$ cat src/sv/jtag_seq_pkg.sv
// ----------------------------------------------------------------------------
// jtag_seq_pkg
// Shared types and constants for the JTAG chain scan sequencer: command
// kinds, TAP controller walk phases, and the structs passed between modules.
// ----------------------------------------------------------------------------
package jtag_seq_pkg;

  // chain limits and word sizes
  localparam int MaxTaps   = 4;
  localparam int IrFields  = 4;
  localparam int TapLim    = (MaxTaps < IrFields) ? MaxTaps : IrFields;
  localparam int DrBits    = 32;
  localparam int DrIdxW    = $clog2(DrBits);
  localparam int IrLenW    = 6;
  localparam int IrLenMax  = 32;

  // configuration register indexes
  localparam logic [1:0] CfgIrLengths = 2'd0;
  localparam logic [1:0] CfgTapCount  = 2'd1;

  // reset values of the configuration registers
  localparam logic [23:0] IrLengthsReset = 24'd266305;
  localparam logic [2:0]  TapCountReset  = 3'd1;

  // command kinds
  localparam logic [1:0] KindTick = 2'd0;
  localparam logic [1:0] KindIr   = 2'd1;
  localparam logic [1:0] KindDr   = 2'd2;

  // walk through the TAP controller states
  typedef enum logic [2:0] {
    PH_IDLE,
    PH_SEL_DR,
    PH_SEL_IR,
    PH_CAPTURE,
    PH_ENTER,
    PH_SHIFT,
    PH_UPDATE,
    PH_RETURN
  } phase_t;

  // clamped chain description
  typedef struct packed {
    logic [TapLim-1:0][IrLenW-1:0] ir_len;
    logic [2:0]                    taps;
  } chain_cfg_t;

  // one input word
  typedef struct packed {
    logic [1:0]  kind;
    logic [1:0]  tap_index;
    logic [31:0] ir_value;
    logic        tdo_in;
  } cmd_t;

  // one result word
  typedef struct packed {
    logic        tms_out;
    logic        tdi_out;
    logic        last_cycle;
    logic        dr_valid;
    logic [31:0] dr_word;
  } res_t;

endpackage

$ cat src/sv/jtag_seq_cfg.sv
// ----------------------------------------------------------------------------
// jtag_seq_cfg
// Configuration registers for the chain: packed IR lengths and TAP count,
// presented to the sequencer already clamped to their legal ranges.
// ----------------------------------------------------------------------------
module jtag_seq_cfg
  import jtag_seq_pkg::*;
(
  input  logic        clk,
  input  logic        rst,
  input  logic        cfg_valid,
  output logic        cfg_ready,
  input  logic [1:0]  cfg_index,
  input  logic [23:0] cfg_data,
  output chain_cfg_t  chain
);

  logic [23:0] chain_ir_lengths;
  logic [2:0]  tap_count;

  assign cfg_ready = 1'b1;

  // register writes
  always_ff @(posedge clk) begin
    if (rst) begin
      chain_ir_lengths <= IrLengthsReset;
      tap_count        <= TapCountReset;
    end else if (cfg_valid) begin
      if (cfg_index == CfgIrLengths) chain_ir_lengths <= cfg_data;
      if (cfg_index == CfgTapCount)  tap_count        <= cfg_data[2:0];
    end
  end

  // clamp each length to 1..32 and the count to 1..limit
  always_comb begin
    logic [IrLenW-1:0] raw;
    for (int t = 0; t < TapLim; t++) begin
      raw = chain_ir_lengths[t*IrLenW +: IrLenW];
      if (raw == '0)                             chain.ir_len[t] = IrLenW'(1);
      else if (raw > IrLenW'(IrLenMax))          chain.ir_len[t] = IrLenW'(IrLenMax);
      else                                       chain.ir_len[t] = raw;
    end
    if (tap_count == 3'd0)              chain.taps = 3'd1;
    else if (tap_count > 3'(TapLim))    chain.taps = 3'(TapLim);
    else                                chain.taps = tap_count;
  end

endmodule

$ cat src/sv/jtag_seq_core.sv
// ----------------------------------------------------------------------------
// jtag_seq_core
// Scan state and the per-word step: starts IR scans and DR reads from idle,
// and for each tick produces TMS/TDI, captures TDO and finishes the scan.
// ----------------------------------------------------------------------------
module jtag_seq_core
  import jtag_seq_pkg::*;
(
  input  logic       clk,
  input  logic       rst,
  input  logic       step,
  input  cmd_t       cmd,
  input  chain_cfg_t chain,
  output logic       produce,
  output res_t       res
);

  phase_t      scan_phase, scan_phase_next;
  logic        scan_is_read, scan_is_read_next;
  logic [6:0]  bit_count, bit_count_next;
  logic [6:0]  bits_before, bits_before_next;
  logic [6:0]  bits_after, bits_after_next;
  logic [5:0]  chosen_ir_length, chosen_ir_length_next;
  logic [31:0] ir_shift, ir_shift_next;
  logic [31:0] dr_shift, dr_shift_next;

  logic [7:0]  sum_before;
  logic [7:0]  sum_after;
  logic [5:0]  sel_len;
  logic        target_ok;

  // IR bits ahead of and behind the chosen TAP
  always_comb begin
    sum_before = '0;
    sum_after  = '0;
    sel_len    = chain.ir_len[cmd.tap_index];
    for (int t = 0; t < TapLim; t++) begin
      if (t < int'(cmd.tap_index)) sum_before = sum_before + 8'(chain.ir_len[t]);
      if (t > int'(cmd.tap_index) && t < int'(chain.taps))
        sum_after = sum_after + 8'(chain.ir_len[t]);
    end
    target_ok = ({1'b0, cmd.tap_index} < chain.taps);
  end

  // next state and result
  always_comb begin
    logic [7:0] p8, lo, hi, total, body, q8;
    scan_phase_next       = scan_phase;
    scan_is_read_next     = scan_is_read;
    bit_count_next        = bit_count;
    bits_before_next      = bits_before;
    bits_after_next       = bits_after;
    chosen_ir_length_next = chosen_ir_length;
    ir_shift_next         = ir_shift;
    dr_shift_next         = dr_shift;
    produce               = 1'b0;
    res                   = '{tms_out: 1'b0, tdi_out: 1'b1, last_cycle: 1'b0,
                              dr_valid: 1'b0, dr_word: '0};

    p8    = {1'b0, bit_count};
    body  = scan_is_read ? 8'(DrBits) : 8'(chosen_ir_length);
    lo    = {1'b0, bits_before};
    hi    = lo + body;
    total = hi + {1'b0, bits_after};
    q8    = p8 - lo;

    if (step) begin
      if (scan_phase == PH_IDLE) begin
        // start command arms a scan
        if ((cmd.kind == KindIr || cmd.kind == KindDr) && target_ok) begin
          scan_is_read_next = (cmd.kind == KindDr);
          bit_count_next    = '0;
          dr_shift_next     = '0;
          ir_shift_next     = cmd.ir_value;
          if (cmd.kind == KindDr) begin
            bits_before_next      = 7'(cmd.tap_index);
            bits_after_next       = '0;
            chosen_ir_length_next = '0;
          end else begin
            bits_before_next      = sum_before[6:0];
            bits_after_next       = sum_after[6:0];
            chosen_ir_length_next = sel_len;
          end
          scan_phase_next = PH_SEL_DR;
        end
      end else if (cmd.kind == KindTick) begin
        produce = 1'b1;
        case (scan_phase)
          PH_SEL_DR: begin
            res.tms_out     = 1'b1;
            scan_phase_next = scan_is_read ? PH_CAPTURE : PH_SEL_IR;
          end
          PH_SEL_IR: begin
            res.tms_out     = 1'b1;
            scan_phase_next = PH_CAPTURE;
          end
          PH_CAPTURE: begin
            scan_phase_next = PH_ENTER;
          end
          PH_ENTER: begin
            bit_count_next  = '0;
            scan_phase_next = PH_SHIFT;
          end
          PH_SHIFT: begin
            // data window of the chosen TAP
            if (p8 >= lo && p8 < hi) begin
              if (scan_is_read) begin
                if (cmd.tdo_in) dr_shift_next[q8[DrIdxW-1:0]] = 1'b1;
              end else begin
                res.tdi_out   = ir_shift[0];
                ir_shift_next = {1'b0, ir_shift[31:1]};
              end
            end
            if (p8 + 8'd1 >= total) begin
              res.tms_out     = 1'b1;
              scan_phase_next = PH_UPDATE;
            end else begin
              bit_count_next = bit_count + 7'd1;
            end
          end
          PH_UPDATE: begin
            res.tms_out     = 1'b1;
            scan_phase_next = PH_RETURN;
          end
          default: begin
            res.last_cycle = 1'b1;
            if (scan_is_read) begin
              res.dr_valid = 1'b1;
              res.dr_word  = dr_shift;
            end
            scan_phase_next = PH_IDLE;
          end
        endcase
      end
    end
  end

  // scan state registers
  always_ff @(posedge clk) begin
    if (rst) begin
      scan_phase       <= PH_IDLE;
      scan_is_read     <= 1'b0;
      bit_count        <= '0;
      bits_before      <= '0;
      bits_after       <= '0;
      chosen_ir_length <= '0;
      ir_shift         <= '0;
      dr_shift         <= '0;
    end else begin
      scan_phase       <= scan_phase_next;
      scan_is_read     <= scan_is_read_next;
      bit_count        <= bit_count_next;
      bits_before      <= bits_before_next;
      bits_after       <= bits_after_next;
      chosen_ir_length <= chosen_ir_length_next;
      ir_shift         <= ir_shift_next;
      dr_shift         <= dr_shift_next;
    end
  end

endmodule

$ cat src/sv/jtag_chain_scan_sequencer.sv
// ----------------------------------------------------------------------------
// jtag_chain_scan_sequencer
// JTAG scan engine for a daisy chain of up to four TAPs: IR scans into one
// chosen TAP and 32-bit DR reads, with a TMS/TDI result for each tick word.
//
//   channel  direction  handshake          payload
//   in       input      in_valid/ready     kind, tap_index, ir_value, tdo_in
//   out      output     out_valid/ready    tms_out, tdi_out, last_cycle,
//                                          dr_valid, dr_word
//   cfg      input      cfg_valid/ready    cfg_index, cfg_data
//
// Each word is held in the input register, is stepped against the scan state
// from there and its result lands in the output register; one word per cycle
// is sustained while the output register is free or being drained. The scan
// state update is the only loop. A held output stalls stepping; the input
// register still takes one word. cfg is always ready. Synchronous reset puts
// the engine in Run-Test/Idle.
// ----------------------------------------------------------------------------
module jtag_chain_scan_sequencer
  import jtag_seq_pkg::*;
(
  input  logic        clk,
  input  logic        rst,
  // command and tick words
  input  logic        in_valid,
  output logic        in_ready,
  input  logic [1:0]  kind,
  input  logic [1:0]  tap_index,
  input  logic [31:0] ir_value,
  input  logic        tdo_in,
  // per-cycle results
  output logic        out_valid,
  input  logic        out_ready,
  output logic        tms_out,
  output logic        tdi_out,
  output logic        last_cycle,
  output logic        dr_valid,
  output logic [31:0] dr_word,
  // configuration writes
  input  logic        cfg_valid,
  output logic        cfg_ready,
  input  logic [1:0]  cfg_index,
  input  logic [23:0] cfg_data
);

  chain_cfg_t chain;
  cmd_t       cmd;
  logic       cmd_valid;
  logic       step;
  logic       produce;
  res_t       res_comb;
  res_t       res;

  jtag_seq_cfg u_cfg (
    .clk       (clk),
    .rst       (rst),
    .cfg_valid (cfg_valid),
    .cfg_ready (cfg_ready),
    .cfg_index (cfg_index),
    .cfg_data  (cfg_data),
    .chain     (chain)
  );

  // step when the output register is free or being drained
  assign step     = cmd_valid && (!out_valid || out_ready);
  assign in_ready = !cmd_valid || step;

  // input register
  always_ff @(posedge clk) begin
    if (rst) begin
      cmd_valid <= 1'b0;
    end else if (in_ready) begin
      cmd_valid <= in_valid;
    end
  end

  always_ff @(posedge clk) begin
    if (in_ready && in_valid) begin
      cmd <= '{kind: kind, tap_index: tap_index, ir_value: ir_value, tdo_in: tdo_in};
    end
  end

  jtag_seq_core u_core (
    .clk     (clk),
    .rst     (rst),
    .step    (step),
    .cmd     (cmd),
    .chain   (chain),
    .produce (produce),
    .res     (res_comb)
  );

  // output register
  always_ff @(posedge clk) begin
    if (rst) begin
      out_valid <= 1'b0;
    end else if (step) begin
      out_valid <= produce;
    end else if (out_ready) begin
      out_valid <= 1'b0;
    end
  end

  always_ff @(posedge clk) begin
    if (step && produce) begin
      res <= res_comb;
    end
  end

  assign tms_out    = res.tms_out;
  assign tdi_out    = res.tdi_out;
  assign last_cycle = res.last_cycle;
  assign dr_valid   = res.dr_valid;
  assign dr_word    = res.dr_word;

endmodule

$ cat config.mk
export PLATFORM = sky130hd
export DESIGN_NAME = jtag_chain_scan_sequencer
export DESIGN_NICKNAME = d
export VERILOG_FILES = /design/src/sv/jtag_seq_pkg.sv /design/src/sv/jtag_seq_cfg.sv /design/src/sv/jtag_seq_core.sv /design/src/sv/jtag_chain_scan_sequencer.sv
export SDC_FILE = /design/constraint.sdc
export NUM_CORES = 1
export LEC_CHECK = 0
export BUFFER_PORTS_ARGS = -buffer_cell sky130_fd_sc_hd__buf_2
export CORE_AREA = 5 5 183 114
export DETAILED_ROUTE_END_ITERATION = 12
export DIE_AREA = 0 0 188 119
export GPL_ROUTABILITY_DRIVEN = 0
export PLACE_DENSITY_LB_ADDON = 0.3
export SYNTH_ARGS = -nofsm -noshare
export SYNTH_HDL_FRONTEND = slang
export SYNTH_SLANG_ARGS = --single-unit
$ cat constraint.sdc
create_clock -name clk -period 5.4 [get_ports clk]
set_input_delay 0.27 -clock clk [delete_from_list [all_inputs] [get_ports clk]]
set_output_delay 0.27 -clock clk [all_outputs]
set_load 0.05 [all_outputs]
**Yosys cells after proc, flatten, opt, wreduce, memory -nomap -nowiden**

Cells that the tools add are included.

- Register bits: 197
- Input bits: 68
- Output and inout bits: 39
- Word-level logic and storage cells: 169

- Add/subtract/negate cells: 9
- Order comparisons: 21
- Equal/unequal tests: 13
- Muxes and demuxes: 57
- Bitwise operators: 6
- Reduce and logical (&&, ||, !) cells: 42

Operator list:

| operator | number |
|---|---|
| $mux W32 | 13 |
| $mux W6 | 13 |
| $mux W7 | 10 |
| $mux W34 | 1 |
| $mux W33 | 1 |
| $or A32 B32 Y32 | 1 |
| $gt A6 B6 Y1 const B | 4 |
| $logic_not A6 Y1 | 4 |
| $mux W3 | 6 |
| $pmux W3 S6 | 1 |
| $add A6 B6 Y7 | 2 |
| $add A7 B6 Y7 | 2 |
| $pmux W7 S2 | 1 |
| $bmux W6 S2 | 1 |
| $reduce_bool A2 Y1 | 6 |
| $reduce_or A6 Y1 | 2 |
| $reduce_or A10 Y1 | 1 |
| $eq A3 B3 Y1 const B | 3 |
| $logic_and A1 B1 Y1 | 9 |
| $reduce_or A9 Y1 | 1 |
| $add A7 B1 Y8 const B | 1 |
| $add A7 B6 Y8 | 1 |
| $add A8 B7 Y8 | 1 |
| $ge A8 B8 Y1 | 1 |
| other kinds (38) | 62 |

**Longest topological paths before layout**

Gate-level depths: netlist of run 1.

- Depth in word-level cells: 12
- Depth in mapped cells: 20
- Mapped depth without buffers: 20

**Modules after synthesis**

Synthesis of run 1 repeated with hierarchy kept, for this count alone.

- Cell total of the unflattened synthesis: 1232
- Area total of the unflattened synthesis: 11521.0 um^2

By module, submodules not included:

| module | instances | cells an instance | area an instance (um^2) |
|---|---|---|---|
| jtag_seq_core | 1 | 995 | 7833.8 |
| jtag_chain_scan_sequencer | 1 | 84 | 2294.7 |
| jtag_seq_cfg | 1 | 153 | 1392.6 |

**Worst setup path before layout of run 1**

No wires, ideal clock.

- Kind: register to register
- Start: register u_core.scan_is_read
- End: register u_core.bit_count[1]
- Arrival: 4018 ps
- Data required time: 5341 ps
- Path slack: 1323 ps
- Stages on the path, launching flop included: 18
- Period minus slack after synthesis: 4077 ps
- Cell sequence: dfxtp_1 > clkbuf_1 > nor2b_1 > fa_1 > a21o_1 > a21oi_1 > o21bai_1 > a21oi_1 > xnor2_1 > ha_1 > o41ai_1 > xnor2_1 > ha_1 > nand4_1 > or3_1 > a31oi_1 > o31a_1 > a22o_1

- Word-level cells in the longest chain between the ends: 6

Ends and longest elaborated chain:

| what | line | source |
|---|---|---|
| start: declaration | jtag_seq_core.sv:19 | `logic scan_is_read, scan_is_read_next;` |
| start signal: assignment | jtag_seq_core.sv:151 | `scan_is_read <= scan_is_read_next;` |
| $mux W6 | jtag_seq_core.sv:61 | `body = scan_is_read ? 8'(DrBits) : 8'(chosen_ir_length);` |
| $add A7 B6 Y8 | jtag_seq_core.sv:63 | `hi = lo + body;` |
| $add A8 B7 Y8 | jtag_seq_core.sv:64 | `total = hi + {1'b0, bits_after};` |
| $ge A8 B8 Y1 | jtag_seq_core.sv:114 | `if (p8 + 8'd1 >= total) begin` |
| $ne A3 B2 Y1 (no source line) | -- |  |
| $reduce_and A5 Y1 (no source line) | -- |  |
| end signal: assignment | jtag_seq_core.sv:152 | `bit_count <= bit_count_next;` |
| end: declaration | jtag_seq_core.sv:20 | `logic [6:0] bit_count, bit_count_next;` |

No other way between the ends.
A chain may end at the register's enable or synchronous reset.

**Worst setup path after layout of run 1**

- Start: register u_core.scan_is_read
- End: register u_core.ir_shift[20]

- Word-level cells in the longest chain between the ends: 6

Ends and longest elaborated chain:

| what | line | source |
|---|---|---|
| $mux W6 | jtag_seq_core.sv:61 |  |
| $add A7 B6 Y8 | jtag_seq_core.sv:63 |  |
| $lt A7 B8 Y1 | jtag_seq_core.sv:106 | `if (p8 >= lo && p8 < hi) begin` |
| $logic_and A1 B1 Y1 | jtag_seq_core.sv:106 |  |
| $reduce_bool A2 Y1 (no source line) | -- |  |
| $reduce_and A6 Y1 (no source line) (*) | -- |  |
| end signal: assignment | jtag_seq_core.sv:156 | `ir_shift <= ir_shift_next;` |
| end: declaration | jtag_seq_core.sv:24 | `logic [31:0] ir_shift, ir_shift_next;` |

Mark *: on every way between the ends. The rest lies on a longest branch, timed or not.

==> results of run 1 <==
final cells by class:
| type | count | area share (%) |
|---|---|---|
| timing repair buffer | 144 | 7.48 |
| inverter | 39 | 1.25 |
| clock inverter | 10 | 0.629 |
| tap | 246 | 2.62 |
| sequential | 197 | 39.8 |
| clock buffer | 22 | 3.95 |
| multi-input combinational | 749 | 44.3 |
what timing repair did:
action                                  CTS  global route
endpoints found under the setup margin    0             0
hold endpoints to repair                 19             5
hold buffers                             19             5
layer usage:
metal	up-vias	wire (microns)	global-route usage, %
met1	3962	12700	34.4
li1	4058	-	-
met3	22	2050	6.70
met5	-	0	0
met4	0	232	4.77
met2	282	10200	30.8
sequential cells by signal (all words and copies together), names as in the netlist:
signal,cells
u_core.chosen_ir_length,6
u_cfg.tap_count,3
u_core.bits_before,7
cmd,37
u_cfg.chain_ir_lengths,24
u_core.ir_shift,32
tms_out,1
u_core.scan_phase,3
cmd_valid,1
out_valid,1
dr_word,32
tdi_out,1
u_core.bit_count,7
u_core.bits_after,7
u_core.scan_is_read,1
last_cycle,1
dr_valid,1
u_core.dr_shift,32
power groups by stage:
stage | clock network [mW] | logic (mW) | registers, mW
floorplan | 0 | 0.221 | 1.63
global placement | 0 | 0.301 | 1.63
detailed placement | 0 | 0.308 | 1.63
CTS | 1.19 | 0.321 | 1.60
global route | 1.26 | 0.361 | 1.60
finish | 1.18 | 0.329 | 1.60
how the worst min path moves through the flow:
| stage | startpoint | end | slack, ns | cells past startpoint |
|---|---|---|---|---|
| floorplan | tdo_in | cmd[0]$_DFFE_PP_ | 0.37 | 0 |
| global placement | u_core.dr_shift[11]$_SDFFE_PP0P_ | u_core.dr_shift[11]$_SDFFE_PP0P_ | 0.43 | 2 |
| detailed placement | u_core.dr_shift[23]$_SDFFE_PP0P_ | u_core.dr_shift[23]$_SDFFE_PP0P_ | 0.44 | 2 |
| CTS | ir_value[3] | cmd[4]$_DFFE_PP_ | 0.0006 | 1 |
| global route | ir_value[27] | cmd[28]$_DFFE_PP_ | 0.0007 | 1 |
| finish | ir_value[19] | cmd[20]$_DFFE_PP_ | 0.02 | 1 |
kinds of logic after synthesis:
logic type	count (synthesis)	share of synthesized area [%]
adder cells (fa/ha/maj)	69	8.90
XOR/XNOR	27	2.30
flip-flops	197	45.4
multiplexers	45	4.91
AO/OA/AOI/OAI	285	18.7
buffers and inverters	103	4.11
AND/OR/NAND/NOR	322	15.6
other	1	0.0364
cells in the mapped netlist (7+ instances only):
cell type	n	area (sq um)
inv_1	36	135
xnor2_1	14	123
a21o_1	14	105
nor3_1	9	45.0
a211oi_1	77	578
a22o_1	12	105
a22oi_1	8	60.1
o31ai_1	10	75.1
nor2b_1	29	181
nand2b_1	12	75.1
o21ai_0	38	190
edfxtp_1	73	2190
and2_1	7	43.8
a21oi_1	58	290
ha_1	62	776
nand3_1	20	100
dfxtp_1	124	2480
mux2i_1	37	370
nand2_1	114	428
fa_1	7	140
nand4_1	7	43.8
buf_2	17	85.1
clkbuf_1	38	143
and3_1	35	219
o21ai_1	18	90.1
xor2_1	13	114
nor2_1	54	203
metrics by stage:
step / total power [mW] / util, % / hold WS, ns / std cells
3_5_place_dp: 1.94 / 58.2 / 0.436 / 1351
3_3_place_gp: 1.93 / 58.2 / 0.428 / 1351
6_report: 3.11 / 62.3 / 0.0163 / 1407
4_1_cts: 3.11 / 62.1 / 0.000552 / 1402
5_1_grt: 3.23 / 62.3 / 0.000741 / 1407
2_1_floorplan: 1.85 / - / 0.369 / 1049
critical path, cell delays in order, from the launching register on:
cell and delay [ns]:
dfxtp_1 0.32, buf_4 0.23, nor2b_1 0.09, ha_1 0.23
fa_1 0.41, a21o_1 0.19, a21oi_1 0.22, o21bai_1 0.09
a21oi_1 0.18, xnor2_1 0.17, inv_1 0.07, ha_1 0.29
and3_1 0.20, a221o_1 0.29, a31o_2 0.26, a211oi_4 0.31
a21o_1 0.43, buf_4 0.33, a211oi_1 0.11
==> flow_summary_export.csv, run 1 <==
group,metric,value,unit
place,io_buffers,105,
sta,slew_headroom,42.1,%
floorplanning,fp.dieH,119,microns
clock_network,clock_path_buffers,2,
sta,min_period,4.57,ns
grt,grt-ovfl-total,0,
grt,number_of_global_route_vias_before_repair,7914,
critical_path,worstPathRequired,5.68,ns
critical_path,regToRegEndpoint,"u_core.ir_shift[20]$_SDFFE_PP0P_",
synth,postSynthRegisterBits,197,
pwr,irDropWorstVdd,0.228,mV
sta,fin_ws,0.827,ns
sta,setup_viol,0,
synth,synthCells,1049,
grt,grt_max_degree,80,
floorplanning,floorplan.core_area,0.0188,sq mm
place,dpl_cell_area,0.0110,sq mm
synth,synth.yosys.warnings,0,
sta,fin_crit_sh,84.7,%
floorplanning,die-width,188,microns
critical_path,worstReg2RegStart,"u_core.scan_is_read$_SDFFE_PP0P_",
route,dr_drc_count,0,
run,count_of_maximum_capacitance_violations,0,
pwr,total_leakage_power,4.80,nW
route,route.antenna.remaining_nets,0,
floorplanning,die_area,0.0224,sq mm
synth,synthDistinctLibCells,71,
layout,n_fill_cell,1548,
route,via_per_inst,5.92,
grt,grt_overall_usage,22.3,%
pwr,p_int,2.32,mW
pwr,p_comb_share,10.6,%
clock_network,clock_sink_count,197,
critical_path,crit_path_start,"u_core.scan_is_read$_SDFFE_PP0P_",
pwr,swShare,25.3,%
critical_path,worst-path-max-fanout,19,
layout,final_common_cell,"dfxtp_1",
clock_network,cts.htree.levels,4,
sta,clock-skew-final,0.0148,ns
clock_network,post_cts_resize_count,0,
pwr,net-switching-power,0.786,mW
clock_network,post-cts-setup-buffer-count,0,
layout,antenna_cells,0,
sta,fin_setup_tns,0,ns
sta,hold_viol,0,
sta,max_freq,219,MHz
worst_hold_path,type_of_the_worst_min_delay_path,"in -> reg",
critical_path,reg2regPathDepth,18,
synth,synth_nets,1186,
floorplanning,start_util,54.6,%
sta,worst-slew-pin-transition,0.868,ns
status,outcome,"completed",
layout,regArea,0.00467,sq mm
layout,design.final.nets,1285,
clock_network,cts_tree,"yes",
floorplanning,io_pins,107,
critical_path,critical_path.endpoint_type,"register",
clock_network,clock_input_transition_at_the_sequential_cells_of_the_worst_setup_and_hold_paths,0.07,ns
place,dp_slack,0.889,ns
critical_path,worst-endpoint-arrival,4.85,ns
sta,grt_setup_unrepaired,"no",
critical_path,crit_path_start_kind,"register",
critical_path,crit_type,"reg -> reg",
critical_path,r2r_slack,0.83,ns
synth,avgSynthCellArea,9.81,sq um
place,detailedPlacementHpwl,17.9,mm
synth,synth-edff-count,73,
clock_network,clk_latency,0.44,ns
layout,layout_common_cells,"124 x dfxtp_1, 114 x nand2_1, 105 x buf_2",
route,first_drt_iteration_drcs,653,
critical_path,worst_setup_path_endpoint,"u_core.ir_shift[20]$_SDFFE_PP0P_",
layout,area_of_the_multi_input_gates,0.00520,sq mm
sta,final_max_tran_viols,0,
layout,area.growth.synth_to_final,14.1,%
grt,initial_antenna_violation_count,0,
floorplanning,rows,39,
layout,final_layout_size_suffix_gt1_share,15.1,%
route,drt-total-wl,25.1,mm
clock_network,cts_inserted_buffers,17,
grt,first_pass_grt_wire_length,41.0,mm
synth,synth.yosys.seq_area_share,45.4,%
clock_network,cts.root.buffer_cell,"clkbuf_16",
pwr,power.density,265,mW/mm^2
synth,synthFlopType,"dfxtp_1",
layout,final_design_area_no_fill,0.0117,sq mm
synth,synthesis.area,0.0103,sq mm
route,drt_pre_antenna_iters,5,
route,routedWlPerCell,17.9,microns
pwr,pwr-share-clk,37.9,%
route,via_count,8324,
synth,postSynth.asyncResetShare,0,%
pwr,portion_of_total_power_attributed_to_sequential_cells,51.5,%
Power figures use the tool's default switching activity.
==> run 2: changes to the inputs <==
--- a/config.mk
+++ b/config.mk
@@ -5,10 +5,11 @@
 export SDC_FILE = /design/constraint.sdc
 export NUM_CORES = 1
 export LEC_CHECK = 0
+export ABC_AREA = 1
 export BUFFER_PORTS_ARGS = -buffer_cell sky130_fd_sc_hd__buf_2
-export CORE_AREA = 5 5 183 114
+export CORE_AREA = 5 5 191 119
 export DETAILED_ROUTE_END_ITERATION = 12
-export DIE_AREA = 0 0 188 119
+export DIE_AREA = 0 0 196 124
 export GPL_ROUTABILITY_DRIVEN = 0
 export PLACE_DENSITY_LB_ADDON = 0.3
 export SYNTH_ARGS = -nofsm -noshare
==> constraint.sdc (replaced) <==
create_clock -name clk -period 4.4 [get_ports clk]
set_input_delay 0.22 -clock clk [delete_from_list [all_inputs] [get_ports clk]]
set_output_delay 0.22 -clock clk [all_outputs]
set_load 0.05 [all_outputs]
==> run 2 against run 1 <==
Clock-buffer cell count unchanged. Combinational power increased by 89%. Flip-flop and latch count unchanged. Cell count increased by 38%. Clock power increased by 31%. Hold slack improved by 0.025 ns. Worst setup slack got worse by 0.35 ns. Global-route usage increased by 1.4 points. Clock skew decreased by 0.0015 ns. Core utilization about the same. Critical path depth increased by 4. Routed wire length increased by 14%. Critical endpoint is now u_core.bit_count[1]$_SDFFE_PP0P_. Largest cell class unchanged. Largest power group unchanged.
==> flow_summary_export.csv, run 2 <==
group,metric,value,unit
status,outcome,"completed",
layout,largest_register_ffs,37,
layout,layout_common_cells,"374 x nand2_1, 218 x nor2_1, 191 x inv_1",
route,drt-total-wl,28.6,mm
critical_path,crit_path_start_kind,"register",
layout,largest_register,"cmd",
grt,initial_antenna_violation_count,0,
floorplanning,floorplan.core_area,0.0207,sq mm
critical_path,critPathTopFamily,"simple AND/OR/NAND/NOR gates",
route,via_count,10300,
sta,max_freq,255,MHz
route,dr_drc_count,0,
clock_network,post-cts-setup-buffer-count,0,
synth,synthCells,1531,
route,route.antenna.remaining_nets,0,
floorplanning,io_pins,107,
pwr,power.density,322,mW/mm^2
place,io_buffers,105,
critical_path,critical_path.n_buffers_inverters,1,
sta,clock-skew-final,0.0133,ns
floorplanning,fp.dieH,124,microns
run,count_of_maximum_capacitance_violations,0,
synth,synth.yosys.seq_area_share,41.7,%
critical_path,cp_slowest_stage_delay,0.40,ns
grt,number_of_global_route_vias_before_repair,9461,
critical_path,worst-endpoint-arrival,4.28,ns
layout,design.final.nets,1784,
grt,grt_overall_usage,23.7,%
clock_network,clock_sink_count,197,
synth,synth-edff-count,73,
critical_path,worstPathRequired,4.76,ns
clock_network,cts.htree.levels,4,
critical_path,timing.critical_path.slowest_stage_cell,"dfxtp_4",
synth,postSynthRegisterBits,197,
synth,ys_top_cells_by_count,"375 x nand2_1, 218 x nor2_1, 192 x inv_1, 124 x dfxtp_1, 121 x a21oi_1",
clock_network,cts.root.buffer_cell,"clkbuf_16",
layout,antenna_cells,0,
sta,final_max_tran_viols,0,
synth,yosysTopAreaCellShare,22.1,%
clock_network,clock_input_transition_at_the_sequential_cells_of_the_worst_setup_and_hold_paths,0.07,ns
grt,first_pass_grt_wire_length,46.8,mm
worst_hold_path,type_of_the_worst_min_delay_path,"in -> reg",
sta,slew_headroom,32.7,%
route,routedWlPerCell,14.7,microns
pwr,total_leakage_power,5.88,nW
synth,most_common_cell_in_the_synthesized_netlist,"nand2_1",
layout,area.growth.synth_to_final,15.2,%
synth,postSynth.asyncResetShare,0,%
clock_network,clk_latency,0.44,ns
critical_path,critical_path.endpoint_type,"register",
sta,hold_viol,0,
place,dpl_cell_area,0.0119,sq mm
sta,fin_crit_sh,89.1,%
synth,synthFlopType,"dfxtp_1",
critical_path,worst-path-max-fanout,10,
synth,synth.yosys.warnings,0,
sta,worst-slew-pin-transition,1.01,ns
sta,fin_setup_tns,0,ns
synth,synthDistinctLibCells,44,
place,detailedPlacementHpwl,19.5,mm
layout,final_layout_size_suffix_gt1_share,10.7,%
sta,setup_viol,0,
critical_path,critical_path.most_common_cell,"nor2_1",
floorplanning,die-width,196,microns
floorplanning,die_area,0.0243,sq mm
grt,grt_max_degree,65,
layout,final_common_cell,"nand2_1",
clock_network,clock_path_buffers,2,
route,first_drt_iteration_drcs,1001,
sta,grt_setup_unrepaired,"no",
critical_path,cp_cell_sequence,"nor2_1 -> ha_1 -> or2_1 -> nand2_1 -> xor2_1 -> ha_1 -> a21oi_1 -> o21ai_0 -> a21oi_1 -> nor2_1 -> nor2_1 -> xor2_1 -> ha_1 -> nand2_1 -> nor2_1 -> nand4_1 -> nand3_1 -> nand2_1 -> inv_1 -> nor2_4 -> nand3_1 -> a21oi_1",
synth,avgSynthCellArea,7.33,sq um
pwr,irDropWorstVdd,0.320,mV
sta,min_period,3.92,ns
grt,grt-ovfl-total,0,
layout,final_design_area_no_fill,0.0129,sq mm
critical_path,crit_type,"reg -> reg",
synth,synth.largest_area_cell,"dfxtp_1",
route,via_per_inst,5.32,
synth,synth_nets,1668,
clock_network,cts_inserted_buffers,17,
floorplanning,rows,41,
synth,synthesis.area,0.0112,sq mm
layout,n_fill_cell,1807,
synth,ys_top_cells_by_area,"dfxtp_1 22%, edfxtp_1 20%, nand2_1 13%, nor2_1 7.3%, ha_1 6.9%",
clock_network,cts_tree,"yes",
floorplanning,start_util,54.1,%
route,drt_pre_antenna_iters,5,
[run 2: power breakdown]
group          internal (mW)  switching, mW
sequential              1.95         0.0366
clock                  0.823          0.730
combinational          0.211          0.411
[run 2: kinds of logic after synthesis]
group,count (synthesis),synth area share (%)
adders and majority gates,69,8.16
and+or+nand+nor,752,27.9
DFF,197,41.7
xor gates and xnor gates,21,1.64
other,1,0.0334
AOI/OAI and AO/OA,235,11.2
buffers and inverters,256,9.37
[run 2: path summary, 6_finish.rpt]
path,start,to,slack [ns],cells after the start
setup / recovery,u_core.scan_is_read$_SDFFE_PP0P_,u_core.bit_count[1]$_SDFFE_PP0P_,0.48,22
hold reg to reg,u_core.chosen_ir_length[4]$_SDFFE_PP0P_,u_core.chosen_ir_length[4]$_SDFFE_PP0P_,0.47,2
setup reg to reg,u_core.scan_is_read$_SDFFE_PP0P_,u_core.bit_count[1]$_SDFFE_PP0P_,0.48,22
hold / removal,cfg_data[3],u_cfg.chain_ir_lengths[3]$_SDFFE_PP0P_,0.04,3
[run 2: metal layers]
layer | track usage, % | share of wire [%]
met3 | 6.03 | 9.6
met4 | 4.27 | 0.81
met1 | 35.9 | 48
met2 | 34.4 | 41
met5 | 0 | 0
[run 2: area by class of cell]
type	count	area (sq um)	share of cell area (%)
clock buffers	22	497	3.84
clock inverters	10	82.6	0.639
inverters	193	726	5.62
multi-input cells	1078	5530	42.8
flip-flops and latches	197	4680	36.2
well taps	279	349	2.70
repair buffers	160	1060	8.23
[run 2: stage by stage]
step,cells,utilization (%),power (mW),hold WS [ns],worst slack (ns)
6_report,1939,62.3,4.16,0.0410,0.481
5_1_grt,1939,62.3,4.35,0.0351,0.0284
3_5_place_dp,1867,57.5,2.60,0.398,0.224
4_1_cts,1939,62.2,4.16,0.0211,0.190
3_3_place_gp,1867,57.5,2.59,0.396,0.346
2_1_floorplan,1531,-,2.45,0.319,0.568
[run 2: repair_timing]
| action | in CTS | in global routing |
|---|---|---|
| hold endpoints to repair | 40 | 0 |
| gates resized for setup | 0 | 7 |
| endpoints found under the setup margin | 0 | 11 |
| hold buffers | 40 | 0 |
[run 2: worst reg2reg max path, delay by kind of cell (launching register included)]
kind	cells	cell delay (ns)
AOI/OAI and AO/OA	4	0.60
and+or+nand+nor	12	1.33
xor gates and xnor gates	2	0.48
adders and majority gates	3	0.96
buffers and inverters	1	0.08
DFF	1	0.40
